==> src/design/qrspf_pkg.sv <==
// Shared types, widths and helpers for the QRS pre-processing filter chain.
// Used by qrspf_bandpass, qrspf_energy and the top level; depends on nothing.
package qrspf_pkg;

  localparam int SampleW = 16;
  localparam int DataW   = 32;

  // Raw sample history and the two taps that feed the low-pass FIR part.
  localparam int SampleTaps = 12;
  localparam int LpTapMid   = 5;
  localparam int LpTapEnd   = 11;

  // Low-pass history memory and the taps that the high-pass reads from it.
  localparam int LowDepth   = 32;
  localparam int LowAw      = $clog2(LowDepth);
  localparam int HpTapNear  = 15;
  localparam int HpTapFar   = LowDepth - 1;

  // High-pass history used by the five-point derivative.
  localparam int HighTaps   = 4;

  typedef logic signed [SampleW-1:0] sample_t;
  typedef logic signed [DataW-1:0]   word_t;

  // Band-pass stage output handed to the energy stage.
  typedef struct packed {
    logic  valid;
    word_t lp;
    word_t hp;
  } bp_out_t;

  // One finished result, ahead of the output register.
  typedef struct packed {
    logic  valid;
    word_t integ;
    word_t lp;
    word_t hp;
    word_t der;
    word_t sq;
  } result_t;

  // Signed division by 32, truncating toward zero.
  function automatic word_t div32(word_t v);
    word_t bias;
    bias = v[DataW-1] ? word_t'(31) : '0;
    return (v + bias) >>> 5;
  endfunction

  // Signed division by 8, truncating toward zero.
  function automatic word_t div8(word_t v);
    word_t bias;
    bias = v[DataW-1] ? word_t'(7) : '0;
    return (v + bias) >>> 3;
  endfunction

endpackage

==> src/design/qrspf_bandpass.sv <==
// Low-pass and high-pass recursive filters of the QRS pre-processing chain.
// Holds the sample shift line, the low-pass history memory and the filter
// feedback registers. Depends on qrspf_pkg.
module qrspf_bandpass (
  input  logic               clk_i,
  input  logic               rst_ni,
  input  logic               adv_i,
  input  logic               in_valid_i,
  input  qrspf_pkg::sample_t sample_i,
  output qrspf_pkg::bp_out_t stage_o
);

  localparam int LowCntW = qrspf_pkg::LowAw + 1;

  qrspf_pkg::sample_t line_q [qrspf_pkg::SampleTaps];
  qrspf_pkg::word_t   fir_d;

  logic               r1_valid_q;
  qrspf_pkg::word_t   r1_fir_q;

  qrspf_pkg::word_t   lp_d, lp1_q, lp2_q;
  logic               r2_valid_q;
  qrspf_pkg::word_t   r2_lp_q;

  qrspf_pkg::word_t   lp_mem [qrspf_pkg::LowDepth];
  logic [qrspf_pkg::LowAw-1:0] wptr_q, near_addr;
  logic [LowCntW-1:0] cnt_q;
  logic               lp_wr;
  qrspf_pkg::word_t   near_rd_q, far_rd_q;
  logic               near_ok_q, far_ok_q;
  qrspf_pkg::word_t   tap_near, tap_far, tap_next_q;

  qrspf_pkg::word_t   hp_d, hp1_q;
  logic               r3_valid_q;
  qrspf_pkg::word_t   r3_lp_q, r3_hp_q;

  // Low-pass FIR part on the raw samples.
  assign fir_d = qrspf_pkg::word_t'(sample_i)
               - (qrspf_pkg::word_t'(line_q[qrspf_pkg::LpTapMid]) <<< 1)
               + qrspf_pkg::word_t'(line_q[qrspf_pkg::LpTapEnd]);

  always_ff @(posedge clk_i or negedge rst_ni) begin
    if (!rst_ni) begin
      for (int i = 0; i < qrspf_pkg::SampleTaps; i++) begin
        line_q[i] <= '0;
      end
    end else if (adv_i && in_valid_i) begin
      line_q[0] <= sample_i;
      for (int i = 1; i < qrspf_pkg::SampleTaps; i++) begin
        line_q[i] <= line_q[i-1];
      end
    end
  end

  // Low-pass recursion; the two previous outputs stay in registers.
  assign lp_d  = (lp1_q <<< 1) - lp2_q + qrspf_pkg::div32(r1_fir_q);
  assign lp_wr = adv_i && r1_valid_q;

  // The item moving into R2 writes its low-pass value at wptr_q and reads the
  // entries 16 and 32 items back; the far one shares the write address, so the
  // read-first memory returns the old value.
  assign near_addr = wptr_q - qrspf_pkg::LowAw'(qrspf_pkg::HpTapNear + 1);

  always_ff @(posedge clk_i) begin
    if (adv_i) begin
      near_rd_q <= lp_mem[near_addr];
      far_rd_q  <= lp_mem[wptr_q];
    end
    if (lp_wr) begin
      lp_mem[wptr_q] <= lp_d;
    end
  end

  // Entries not yet written since reset read as zero.
  assign tap_near = near_ok_q ? near_rd_q : '0;
  assign tap_far  = far_ok_q  ? far_rd_q  : '0;

  // High-pass recursion. The tap 17 items back is the previous item's tap 16.
  assign hp_d = hp1_q - qrspf_pkg::div32(r2_lp_q) + tap_near - tap_next_q
              + qrspf_pkg::div32(tap_far);

  always_ff @(posedge clk_i or negedge rst_ni) begin
    if (!rst_ni) begin
      r1_valid_q <= 1'b0;
      r2_valid_q <= 1'b0;
      r3_valid_q <= 1'b0;
      lp1_q      <= '0;
      lp2_q      <= '0;
      hp1_q      <= '0;
      tap_next_q <= '0;
      wptr_q     <= '0;
      cnt_q      <= '0;
      near_ok_q  <= 1'b0;
      far_ok_q   <= 1'b0;
    end else if (adv_i) begin
      r1_valid_q <= in_valid_i;
      r2_valid_q <= r1_valid_q;
      r3_valid_q <= r2_valid_q;
      near_ok_q  <= cnt_q > LowCntW'(qrspf_pkg::HpTapNear);
      far_ok_q   <= cnt_q > LowCntW'(qrspf_pkg::HpTapFar);
      if (r1_valid_q) begin
        lp1_q  <= lp_d;
        lp2_q  <= lp1_q;
        wptr_q <= wptr_q + 1'b1;
        if (cnt_q != LowCntW'(qrspf_pkg::LowDepth)) begin
          cnt_q <= cnt_q + 1'b1;
        end
      end
      if (r2_valid_q) begin
        hp1_q      <= hp_d;
        tap_next_q <= tap_near;
      end
    end
  end

  always_ff @(posedge clk_i) begin
    if (adv_i) begin
      r1_fir_q <= fir_d;
      r2_lp_q  <= lp_d;
      r3_lp_q  <= r2_lp_q;
      r3_hp_q  <= hp_d;
    end
  end

  assign stage_o.valid = r3_valid_q;
  assign stage_o.lp    = r3_lp_q;
  assign stage_o.hp    = r3_hp_q;

endmodule

==> config.mk <==
export PLATFORM = sky130hd
export DESIGN_NAME = qrspf_bandpass
export DESIGN_NICKNAME = d
export VERILOG_FILES = /design/src/design/qrspf_pkg.sv /design/src/design/qrspf_bandpass.sv
export SDC_FILE = /design/constraint.sdc
export NUM_CORES = 2
export LEC_CHECK = 0
export ABC_AREA = 1
export BUFFER_PORTS_ARGS = -buffer_cell sky130_fd_sc_hd__buf_2
export CAP_MARGIN = 20
export CORE_MARGIN = 2
export CORE_UTILIZATION = 44
export CTS_CLUSTER_SIZE = 25
export DETAILED_ROUTE_END_ITERATION = 8
export HOLD_SLACK_MARGIN = 0.1
export PLACE_DENSITY = 0.56
export SKIP_LAST_GASP = 1
export SLEW_MARGIN = 20
export SYNTH_ARGS = -nofsm -noshare
export SYNTH_HDL_FRONTEND = slang
export SYNTH_SLANG_ARGS = --single-unit
==> constraint.sdc <==
create_clock -name clk_i -period 13.38 [get_ports clk_i]
set_input_delay 2.676 -clock clk_i [delete_from_list [all_inputs] [get_ports clk_i]]
set_output_delay 2.676 -clock clk_i [all_outputs]
set_load 0.03 [all_outputs]
==> flow_metrics.py <==
metrics = {
    "status": {
        "run_status": "completed",
    },
    "global_routing": {
        "wire_length_of_the_first_global_routing_pass_um": 276000,
        "maximum_number_of_pins_on_one_net_before_global_route_repair": 195,
        "grt_pass1_vias": 43684,
        "grt_use_total_pct": 23.2,
        "global_route.overflow_total": 0,
        "initial_antenna_violation_count": 8,
    },
    "route": {
        "drt_pre_antenna_iters": 5,
        "routed_wl_um": 183000,
        "drcViolationCount": 0,
        "drt-vias-per-instance": 5.45,
        "antenna_left": 0,
        "drtIter0Drc": 4192,
        "total_via_count_after_detailed_routing": 44971,
        "wl_per_cell_um": 22.2,
    },
    "yosys": {
        "area_fraction_in_compound_gates_after_synthesis_pct": 10.6,
        "synth.distinct_cells": 48,
        "synthXorXnorAreaFrac_pct": 1.48,
        "synth_top_family_by_area": "simple AND/OR/NAND/NOR gates",
        "async_reset_ff_share_pct": 21.8,
        "postSynthRegisterBits": 1539,
        "yosysSeqAreaShare_pct": 65.2,
        "post_synth_most_frequent_cells": "1203 x edfxtp_1, 963 x nand2_1, 786 x nor2_1",
        "post-synth-top-area-fraction_pct": 52.9,
        "netlist_top_cells_area": "edfxtp_1 53%, dfrtp_1 12%, o21ai_0 5.6%",
        "proportion_of_synthesized_area_in_mux_cells_pct": 0.0495,
        "synth_area_leader_cell": "edfxtp_1",
        "synthSimpleGateAreaFrac_pct": 12.2,
        "post-synth-top-count-cell": "edfxtp_1",
        "synthAdderAreaFrac_pct": 5.89,
        "syn_area_sq_um": 68300,
        "syn-mean-instance-area_sq_um": 11.3,
        "synth-warning-count": 0,
        "synth_edf_count": 1203,
        "syn-num-nets": 6315,
        "dominantRegCellSynth": "edfxtp_1",
        "synth_cells": 6057,
    },
    "clocking": {
        "cts.repair.resized": 0,
        "cts_hold_buffers": 0,
        "cts-root-buf": "clkbuf_16",
        "cts_buffers": 164,
        "cts_setup_buffers": 0,
        "clk_pin_slew_worst_paths_ns": 0.06,
        "tritoncts_clock_tree": "yes",
        "cts_htree_levels": 4,
        "clkSinkCount": 1539,
        "cts_max_path_buffers": 3,
        "clk_latency_ns": 0.80,
    },
    "floorplanning": {
        "design.core.area_sq_um": 154000,
        "ios": 85,
        "start_util_pct": 44.3,
        "number_of_rows_in_the_core_area": 144,
        "die_height_um": 398,
        "die-area_sq_um": 158000,
        "fp.dieW_um": 398,
    },
    "finish": {
        "finalCoreUtilization_pct": 49.7,
        "finalNonFillerCells": 8252,
        "nFillCells": 13729,
        "final_area_sq_um": 76600,
        "share_of_layout_cells_above_drive_strength_1_pct": 8.07,
        "areaGrowthSynthToFinish_pct": 12.2,
        "nNetsFinal": 6331,
    },
    "placement": {
        "routabilityCongestion": 0.898,
        "dpl-instance-area_sq_um": 70900,
        "port-buffer-count": 84,
        "place_hpwl_um": 114000,
        "placed_cells_incl_taps": 7937,
    },
    "critical_path": {
        "cp-start-kind": "input pin",
        "end_kind": "register",
        "worstPathRequired_ns": 13.76,
        "path_max_fanout": 63,
        "cp_data_arrival_time_ns": 6.57,
        "crit_type": "in -> reg",
    },
    "sta": {
        "drv_slew": 0,
        "slew-limit-headroom_pct": 24.8,
        "timing_hold_violations_final": 0,
        "clock-skew-final_ns": 0.0458,
        "achievable-frequency_mhz": 162,
        "setup_tns_ns": 0,
        "tightest_slew_ns": 1.12,
        "final_min_period_over_clock_period_pct": 46.2,
        "rsz0062_at_grt": "no",
        "min_period_ns": 6.18,
        "finalSetupViolCount": 0,
    },
    "hold_path": {
        "worstHoldPathType": "reg -> reg",
    },
    "flow_run": {
        "max_cap_viol_count": 0,
    },
}
==> cell type report <==
type	instances	area [sq um]	share of cell area, %
sequential	1539	44500	58.2
multi-input combinational	3710	21000	27.4
clock buffer	230	4650	6.07
tap	2044	2560	3.34
inverter	507	1930	2.52
timing repair buffer	151	1220	1.59
clock inverter	69	668	0.872
antenna	2	5.00	0.00653
==> flip-flops by register name, indices dropped and copies added, names as in the netlist <==
name	count
r3_lp_q	32
wptr_q	5
r3_valid_q	1
r2_lp_q	32
r1_fir_q	19
lp1_q	32
hp1_q	32
tap_next_q	32
lp_mem	1024
far_ok_q	1
r1_valid_q	1
cnt_q	6
r3_hp_q	32
near_ok_q	1
r2_valid_q	1
line_q	192
lp2_q	32
far_rd_q	32
near_rd_q	32
==> worst paths after layout <==
| path | start | endpoint | slack [ns] | cells after the start |
|---|---|---|---|---|
| worst min-delay path | r2_lp_q[1] | r3_lp_q[1] | 0.45 | 0 |
| worst min register to register | r2_lp_q[1] | r3_lp_q[1] | 0.45 | 0 |
| worst max register to register | r2_lp_q[31] | r3_hp_q[23] | 7.34 | 24 |
| min in group asynchronous | rst_ni | line_q[61] | 1.91 | 1 |
| max in group asynchronous | rst_ni | lp2_q[27] | 9.37 | 3 |
| worst max-delay path | adv_i | lp_mem[31][1] | 7.20 | 9 |
==> per-layer routing <==
layer  vias to the layer above  part of all wire (%)  GRT usage [%]  wire length, um
li1                      20967                     -              -                -
met1                     22368                    43           32.4            79400
met2                      1351                    48           37.8            87700
met3                       279                   5.5           2.65            10100
met4                         6                   3.4           8.14             6180
met5                         -                 0.026              0               48
==> through the flow <==
step | setup slack [ns] | hold slack, ns
after global placement | 6.39 | 0.447
after CTS | 7.18 | 0.450
after floorplan | 8.09 | 0.427
after detailed placement | 6.36 | 0.449
after global routing | 6.94 | 0.480
final | 7.20 | 0.451
==> cells in the final DEF (no fill, tap or decap), drive strengths merged, types with 7 or more instances in the layout <==
cell type / count
edfxtp: 1203
nand2: 972
nor2: 794
o21ai: 773
inv: 508
dfrtp: 336
clkbuf: 230
nand3: 202
a21oi: 191
o22ai: 155
buf: 151
fa: 139
o221ai: 103
ha: 99
xor2: 78
clkinv: 59
xnor2: 37
o211ai: 29
nor3: 28
nand4: 27
and2: 19
o21bai: 12
a21o: 8
nor4: 7
a31oi: 7
bufinv: 7
or2: 7
==> worst max-delay path: stages <==
cell	delay [ns]
buf_8	0.32
nand2_2	0.09
buf_4	0.32
inv_2	0.48
buf_4	0.50
nand2_1	0.68
nor2_1	0.35
inv_1	0.15
nor2_4	0.81
==> cell families after synthesis <==
group,after synthesis
buf+inv,808
flops,1539
compound gates,1290
mux,3
fa+ha+maj,238
simple gates,2064
xor+xnor,115
Power is left out: the tool's default activity adds up to more than one toggle a clock period on the data nets, which glitch-free logic cannot reach.
