**src/design/qrspf_pkg.sv**
```systemverilog
// Shared types, widths and helpers for the QRS pre-processing filter chain.
// Used by qrspf_bandpass, qrspf_energy and the top level; depends on nothing.
package qrspf_pkg;

  localparam int SampleW = 16;
  localparam int DataW   = 32;

  // Raw sample history and the two taps that feed the low-pass FIR part.
  localparam int SampleTaps = 12;
  localparam int LpTapMid   = 5;
  localparam int LpTapEnd   = 11;

  // Low-pass history memory and the taps that the high-pass reads from it.
  localparam int LowDepth   = 32;
  localparam int LowAw      = $clog2(LowDepth);
  localparam int HpTapNear  = 15;
  localparam int HpTapFar   = LowDepth - 1;

  // High-pass history used by the five-point derivative.
  localparam int HighTaps   = 4;

  typedef logic signed [SampleW-1:0] sample_t;
  typedef logic signed [DataW-1:0]   word_t;

  // Band-pass stage output handed to the energy stage.
  typedef struct packed {
    logic  valid;
    word_t lp;
    word_t hp;
  } bp_out_t;

  // One finished result, ahead of the output register.
  typedef struct packed {
    logic  valid;
    word_t integ;
    word_t lp;
    word_t hp;
    word_t der;
    word_t sq;
  } result_t;

  // Signed division by 32, truncating toward zero.
  function automatic word_t div32(word_t v);
    word_t bias;
    bias = v[DataW-1] ? word_t'(31) : '0;
    return (v + bias) >>> 5;
  endfunction

  // Signed division by 8, truncating toward zero.
  function automatic word_t div8(word_t v);
    word_t bias;
    bias = v[DataW-1] ? word_t'(7) : '0;
    return (v + bias) >>> 3;
  endfunction

endpackage

```
**src/design/qrspf_energy.sv**
```systemverilog
// Derivative, squaring and moving-window integration of the QRS chain.
// The per-sample window contributions live in a circular memory.
// Depends on qrspf_pkg.
module qrspf_energy #(
  parameter int WINDOW = 30
) (
  input  logic               clk_i,
  input  logic               rst_ni,
  input  logic               adv_i,
  input  qrspf_pkg::bp_out_t bp_i,
  output qrspf_pkg::result_t res_o
);

  localparam int QAw    = (WINDOW > 1) ? $clog2(WINDOW) : 1;
  localparam int QDepth = 1 << QAw;
  localparam int CntW   = $clog2(WINDOW + 1);

  // Reciprocal for exact truncating division of a magnitude up to 2^31.
  localparam int          RecipSh   = 31 + $clog2(WINDOW);
  localparam logic [63:0] RecipNum  = 64'd1 << RecipSh;
  localparam logic [63:0] RecipFull = (RecipNum + 64'(WINDOW) - 64'd1) / 64'(WINDOW);
  localparam logic [31:0] Recip     = RecipFull[31:0];

  qrspf_pkg::word_t hist_q [qrspf_pkg::HighTaps];
  qrspf_pkg::word_t dsum_d;

  logic             r4_valid_q;
  qrspf_pkg::word_t r4_lp_q, r4_hp_q, r4_der_q;

  logic             r5_valid_q;
  qrspf_pkg::word_t r5_lp_q, r5_hp_q, r5_der_q, r5_sq_q, sq_d;

  logic             r6_valid_q, r6_neg_q;
  qrspf_pkg::word_t r6_lp_q, r6_hp_q, r6_der_q, r6_sq_q;
  logic [31:0]      mag_d;
  logic [63:0]      r6_prod_q, quot64;
  qrspf_pkg::word_t q_d;

  qrspf_pkg::word_t q_mem [QDepth];
  logic [QAw-1:0]   qwptr_q, old_addr;
  logic [CntW-1:0]  qcnt_q;
  logic [CntW:0]    fill_sum;
  logic             fwd, old_ok_d, old_ok_q;
  qrspf_pkg::word_t old_rd_q, old_val;
  qrspf_pkg::word_t ws_q, ws_d;

  // Five-point derivative; hist_q[k] is the high-pass value k+1 items back.
  assign dsum_d = (bp_i.hp <<< 1) + hist_q[0] - hist_q[2] - (hist_q[3] <<< 1);

  always_ff @(posedge clk_i or negedge rst_ni) begin
    if (!rst_ni) begin
      for (int i = 0; i < qrspf_pkg::HighTaps; i++) begin
        hist_q[i] <= '0;
      end
    end else if (adv_i && bp_i.valid) begin
      hist_q[0] <= bp_i.hp;
      for (int i = 1; i < qrspf_pkg::HighTaps; i++) begin
        hist_q[i] <= hist_q[i-1];
      end
    end
  end

  assign sq_d  = r4_der_q * r4_der_q;
  assign mag_d = r5_sq_q[qrspf_pkg::DataW-1] ? 32'(-r5_sq_q) : 32'(r5_sq_q);

  // Contribution of this item to the window sum, truncated toward zero.
  assign quot64 = r6_prod_q >> RecipSh;
  assign q_d    = r6_neg_q ? -qrspf_pkg::word_t'(quot64[31:0])
                           :  qrspf_pkg::word_t'(quot64[31:0]);

  // The item moving into R6 reads the contribution of the item WINDOW back.
  // Its own slot is one past the R6 item's slot when that one writes now.
  assign old_addr = qwptr_q + QAw'(r6_valid_q) - QAw'(WINDOW);
  assign fwd      = r6_valid_q && (old_addr == qwptr_q);
  assign fill_sum = (CntW+1)'(qcnt_q) + (CntW+1)'(r6_valid_q);
  assign old_ok_d = fill_sum >= (CntW+1)'(WINDOW);

  always_ff @(posedge clk_i) begin
    if (adv_i) begin
      if (fwd) begin
        old_rd_q <= q_d;
      end else begin
        old_rd_q <= q_mem[old_addr];
      end
    end
    if (adv_i && r6_valid_q) begin
      q_mem[qwptr_q] <= q_d;
    end
  end

  assign old_val = old_ok_q ? old_rd_q : '0;
  assign ws_d    = ws_q - old_val + q_d;

  always_ff @(posedge clk_i or negedge rst_ni) begin
    if (!rst_ni) begin
      r4_valid_q <= 1'b0;
      r5_valid_q <= 1'b0;
      r6_valid_q <= 1'b0;
      old_ok_q   <= 1'b0;
      qwptr_q    <= '0;
      qcnt_q     <= '0;
      ws_q       <= '0;
    end else if (adv_i) begin
      r4_valid_q <= bp_i.valid;
      r5_valid_q <= r4_valid_q;
      r6_valid_q <= r5_valid_q;
      old_ok_q   <= old_ok_d;
      if (r6_valid_q) begin
        ws_q    <= ws_d;
        qwptr_q <= qwptr_q + 1'b1;
        if (qcnt_q != CntW'(WINDOW)) begin
          qcnt_q <= qcnt_q + 1'b1;
        end
      end
    end
  end

  always_ff @(posedge clk_i) begin
    if (adv_i) begin
      r4_lp_q   <= bp_i.lp;
      r4_hp_q   <= bp_i.hp;
      r4_der_q  <= qrspf_pkg::div8(dsum_d);
      r5_lp_q   <= r4_lp_q;
      r5_hp_q   <= r4_hp_q;
      r5_der_q  <= r4_der_q;
      r5_sq_q   <= sq_d;
      r6_lp_q   <= r5_lp_q;
      r6_hp_q   <= r5_hp_q;
      r6_der_q  <= r5_der_q;
      r6_sq_q   <= r5_sq_q;
      r6_neg_q  <= r5_sq_q[qrspf_pkg::DataW-1];
      r6_prod_q <= {32'b0, mag_d} * {32'b0, Recip};
    end
  end

  assign res_o.valid = r6_valid_q;
  assign res_o.integ = ws_d;
  assign res_o.lp    = r6_lp_q;
  assign res_o.hp    = r6_hp_q;
  assign res_o.der   = r6_der_q;
  assign res_o.sq    = r6_sq_q;

endmodule
```
**config.mk**
```make
export PLATFORM = sky130hd
export DESIGN_NAME = qrspf_energy
export DESIGN_NICKNAME = d
export VERILOG_FILES = /design/src/design/qrspf_pkg.sv /design/src/design/qrspf_energy.sv
export SDC_FILE = /design/constraint.sdc
export NUM_CORES = 2
export LEC_CHECK = 0
export BUFFER_PORTS_ARGS = -buffer_cell sky130_fd_sc_hd__buf_2
export CAP_MARGIN = 20
export CORE_ASPECT_RATIO = 1.2
export CORE_UTILIZATION = 30
export DETAILED_ROUTE_END_ITERATION = 8
export GPL_TIMING_DRIVEN = 0
export MAX_ROUTING_LAYER = met4
export SLEW_MARGIN = 20
export SYNTH_ARGS = -nofsm -noshare
export SYNTH_HDL_FRONTEND = slang
export SYNTH_SLANG_ARGS = --single-unit
```
**constraint.sdc**
```tcl
create_clock -name clk_i -period 12.8 [get_ports clk_i]
set_clock_uncertainty 0.15 [all_clocks]
set_input_delay 3.84 -clock clk_i [delete_from_list [all_inputs] [get_ports clk_i]]
set_output_delay 3.84 -clock clk_i [all_outputs]
set_load 0.02 [all_outputs]
```
==> results.sh <==
export IMPL_final_setup_tns_ns=0
export IMPL_setup_violations=0
export IMPL_arrival_ns=7.29
export IMPL_cp_required_ns=8.81
export IMPL_cts_sinks=1596
export IMPL_syn_area_um2=87860
export IMPL_final_period_utilization_pct=88.11
export IMPL_drive_gt1_share_pct=18.33
export IMPL_clock_fmax_mhz=88.67
export IMPL_synthTopCellsByCount="edfxtp_1 (1423), inv_1 (846), fa_1 (616)"
export IMPL_place_congestion=0.8939
export IMPL_detail_route_antenna_nets=0
export IMPL_nets=7509
export IMPL_crit_slowest_cell="or4_1"
export IMPL_synthToLayoutAreaGrowth_pct=16.97
export IMPL_core_area_um2=291300
export IMPL_crit_type="flip-flop to output pin"
export IMPL_maxSlewHeadroom_pct=17.88
export IMPL_hp_class="flip-flop to flip-flop"
export IMPL_hold_buffers=0
export IMPL_r2r_start="r5_der_q[0]"
export IMPL_ios=229
export IMPL_worstPathMaxFanout=12
export IMPL_grt_max_degree=107
export IMPL_antenna_found_initial=12
export IMPL_worstPathCellList="or4_1, nor3_2, nand2_1, or4_1, or3_1, or3_1, o21ai_0, xnor2_2, buf_6, fa_1, ha_1, a21o_1, a21oi_1, inv_1, a21oi_1, o31ai_1, o41ai_1, o211ai_1, a21oi_1, xnor2_1, buf_2"
export IMPL_num_rows=217
export IMPL_synth_most_common_cell="edfxtp_1"
export IMPL_yosysTopAreaCell="edfxtp_1"
export IMPL_synth_top_flop_cell="edfxtp_1"
export IMPL_ys_warn_count=0
export IMPL_rsz0062_at_grt="false"
export IMPL_die_w_um=496.0
export IMPL_htreeDepth=4
export IMPL_wire_per_inst_um=22.56
export IMPL_grt_overflow=0
export IMPL_clk_pin_slew_worst_paths_ns=0.07
export IMPL_cts_resized_gates=0
export IMPL_worst_slew_pin_slew_ns=1.232
export IMPL_critPathMaxStageDelay_ns=0.62
export IMPL_drv_cap=0
export IMPL_regToRegSetupSlack_ns=2.53
export IMPL_synth_edf_count=1423
export IMPL_cts_buffer_depth=4
export IMPL_fillCellCount=27520
export IMPL_crit_family="simple AND/OR/NAND/NOR gates"
export IMPL_initial_core_util_pct=30.16
export IMPL_insertion_delay_ns=0.88
export IMPL_syn_nets=6975
export IMPL_port_buffer_count=227
export IMPL_dp_hpwl_um=174900
export IMPL_status="finished, final reports clean"
export IMPL_syn_inst=5783
export IMPL_post_cts_setup_buffer_count=0
export IMPL_path_buf_inv=3
export IMPL_drt_wl_total_um=232300
export IMPL_cpMostUsedCell="a21oi_1"
export IMPL_cts_tree="yes"
export IMPL_synth_top_area_share_pct=48.63
export IMPL_r2r_cells=29
export IMPL_hold_start="r4_lp_q[14]"
export IMPL_grt_pass1_vias=52870
export IMPL_fin_crit_ns=11.28
export IMPL_rr_endpoint="r6_prod_q[55]"
export IMPL_num_vias=49780
export IMPL_avgSynthCellArea_um2=15.19
export IMPL_ys_async_sr_fraction_pct=10.84
export IMPL_ys_ff_latch=1596
export IMPL_firstDrtPassIters=6
export IMPL_viasPerCell=4.836
export IMPL_die_h_um=594.8
export IMPL_seq_area_frac_synth_pct=53.56
export IMPL_hold_path_depth=0
export IMPL_grt_pass1_wl_um=343800
export IMPL_start_kind="flip-flop"
export IMPL_cts_root_buf="clkbuf_16"
export IMPL_hold_end="r5_lp_q[14]"
export IMPL_yosysUniqueCellTypes=83
export IMPL_die_area_um2=295100
export IMPL_hold_viol_final=0
export IMPL_drc_errors=0
export IMPL_cp_end_kind="output pin"
export IMPL_numCtsBuffers=178
export IMPL_grtUsageTotal_pct=16.27
export IMPL_slew_violations=0
export IMPL_dr_first_iter_drc_count=4102
export IMPL_synth_area_top_cells="edfxtp_1 (49%), fa_1 (14%), mux4_2 (8.2%)"
-- metrics by stage --
step	hold WS [ns]	area, um^2	worst slack (ns)	cells	utilization [%]
floorplan	0.2503	87860	3.021	5783	-
global placement	0.2500	93790	-4.288	9842	32.19
detailed placement	0.2545	96950	2.357	9968	33.28
CTS	0.2212	102700	1.438	10280	35.26
global route	0.2478	102800	1.001	10290	35.28
finish	0.2116	102800	1.522	10290	35.28
-- cells by family after synthesis --
family	Yosys count	share of synthesized area (%)
AOI/OAI and AO/OA	485	3.567
DFF	1596	53.56
buffers and inverters	1025	4.422
and+or+nand+nor	835	4.660
other	1	0.004268
adders and majority gates	1125	21.28
xor gates and xnor gates	253	2.522
muxes	463	9.983
-- worst max-delay path by stage --
stage | start | to | slack (ns) | depth (start not counted)
4_1_cts | r6_prod_q[41] | res_o[158] | 1.44 | 21
6_report | r6_prod_q[41] | res_o[158] | 1.52 | 21
5_1_grt | r6_prod_q[41] | res_o[158] | 1.00 | 21
2_1_floorplan | r6_prod_q[39] | res_o[158] | 3.02 | 19
3_5_place_dp | r6_prod_q[41] | res_o[158] | 2.36 | 21
3_3_place_gp | adv_i | q_mem[6][0] | -4.29 | 7
-- cells in the final DEF, fill, tap and decap left out, types with 18 or more instances in the layout --
master,n
and2_1,138
nand2_1,310
edfxtp_1,1423
clkinv_1,22
xnor2_2,35
mux2_2,106
clkbuf_1,161
buf_16,64
buf_6,42
mux4_2,320
clkbuf_16,181
o21bai_1,19
o21ai_0,110
dfrtp_1,173
clkbuf_2,22
nor2_1,125
and3_1,25
nor2b_1,22
nand3_1,42
inv_1,846
nor2_4,33
xnor2_1,149
ha_1,508
clkinv_2,24
fa_1,616
a21o_1,71
mux2i_1,37
o31ai_1,19
bufinv_16,18
xor2_1,67
buf_2,233
a21oi_1,137
nor3_1,31
-- per-layer routing --
layer	track usage (%)	up-vias	share of wire [%]
met5	-	-	0
met4	6.362	0	4.3
met3	2.476	414	6.2
met2	27.36	1735	50
met1	19.54	25970	39
li1	-	21660	-
-- sequential cells by signal, summed over array words and instances, names as in the netlist, 28 cells and up --
| register | flops |
|---|---|
| r5_sq_q | 30 |
| r6_lp_q | 32 |
| r6_prod_q | 28 |
| r6_der_q | 29 |
| hist_q | 127 |
| q_mem | 1024 |
| r4_der_q | 29 |
| r5_der_q | 29 |
| r5_hp_q | 32 |
| r4_lp_q | 32 |
| r6_hp_q | 32 |
| r5_lp_q | 32 |
| r6_sq_q | 29 |
| old_rd_q | 32 |
| r4_hp_q | 32 |
| ws_q | 32 |
-- layout make-up --
type,instances,area (um^2),area share [%]
Antenna cell,9,22.52,0.02191
Multi-Input combinational cell,3162,37460,36.45
Timing Repair Buffer,354,3760,3.658
Clock buffer,227,4782,4.653
Inverter,848,3183,3.097
Buffer,177,739.5,0.7195
Tap cell,3832,4795,4.665
Sequential cell,1596,47060,45.79
Clock inverter,89,974.7,0.9484
Power is left out: the tool's default activity adds up to more than one toggle a clock period on the data nets, which glitch-free logic cannot reach.
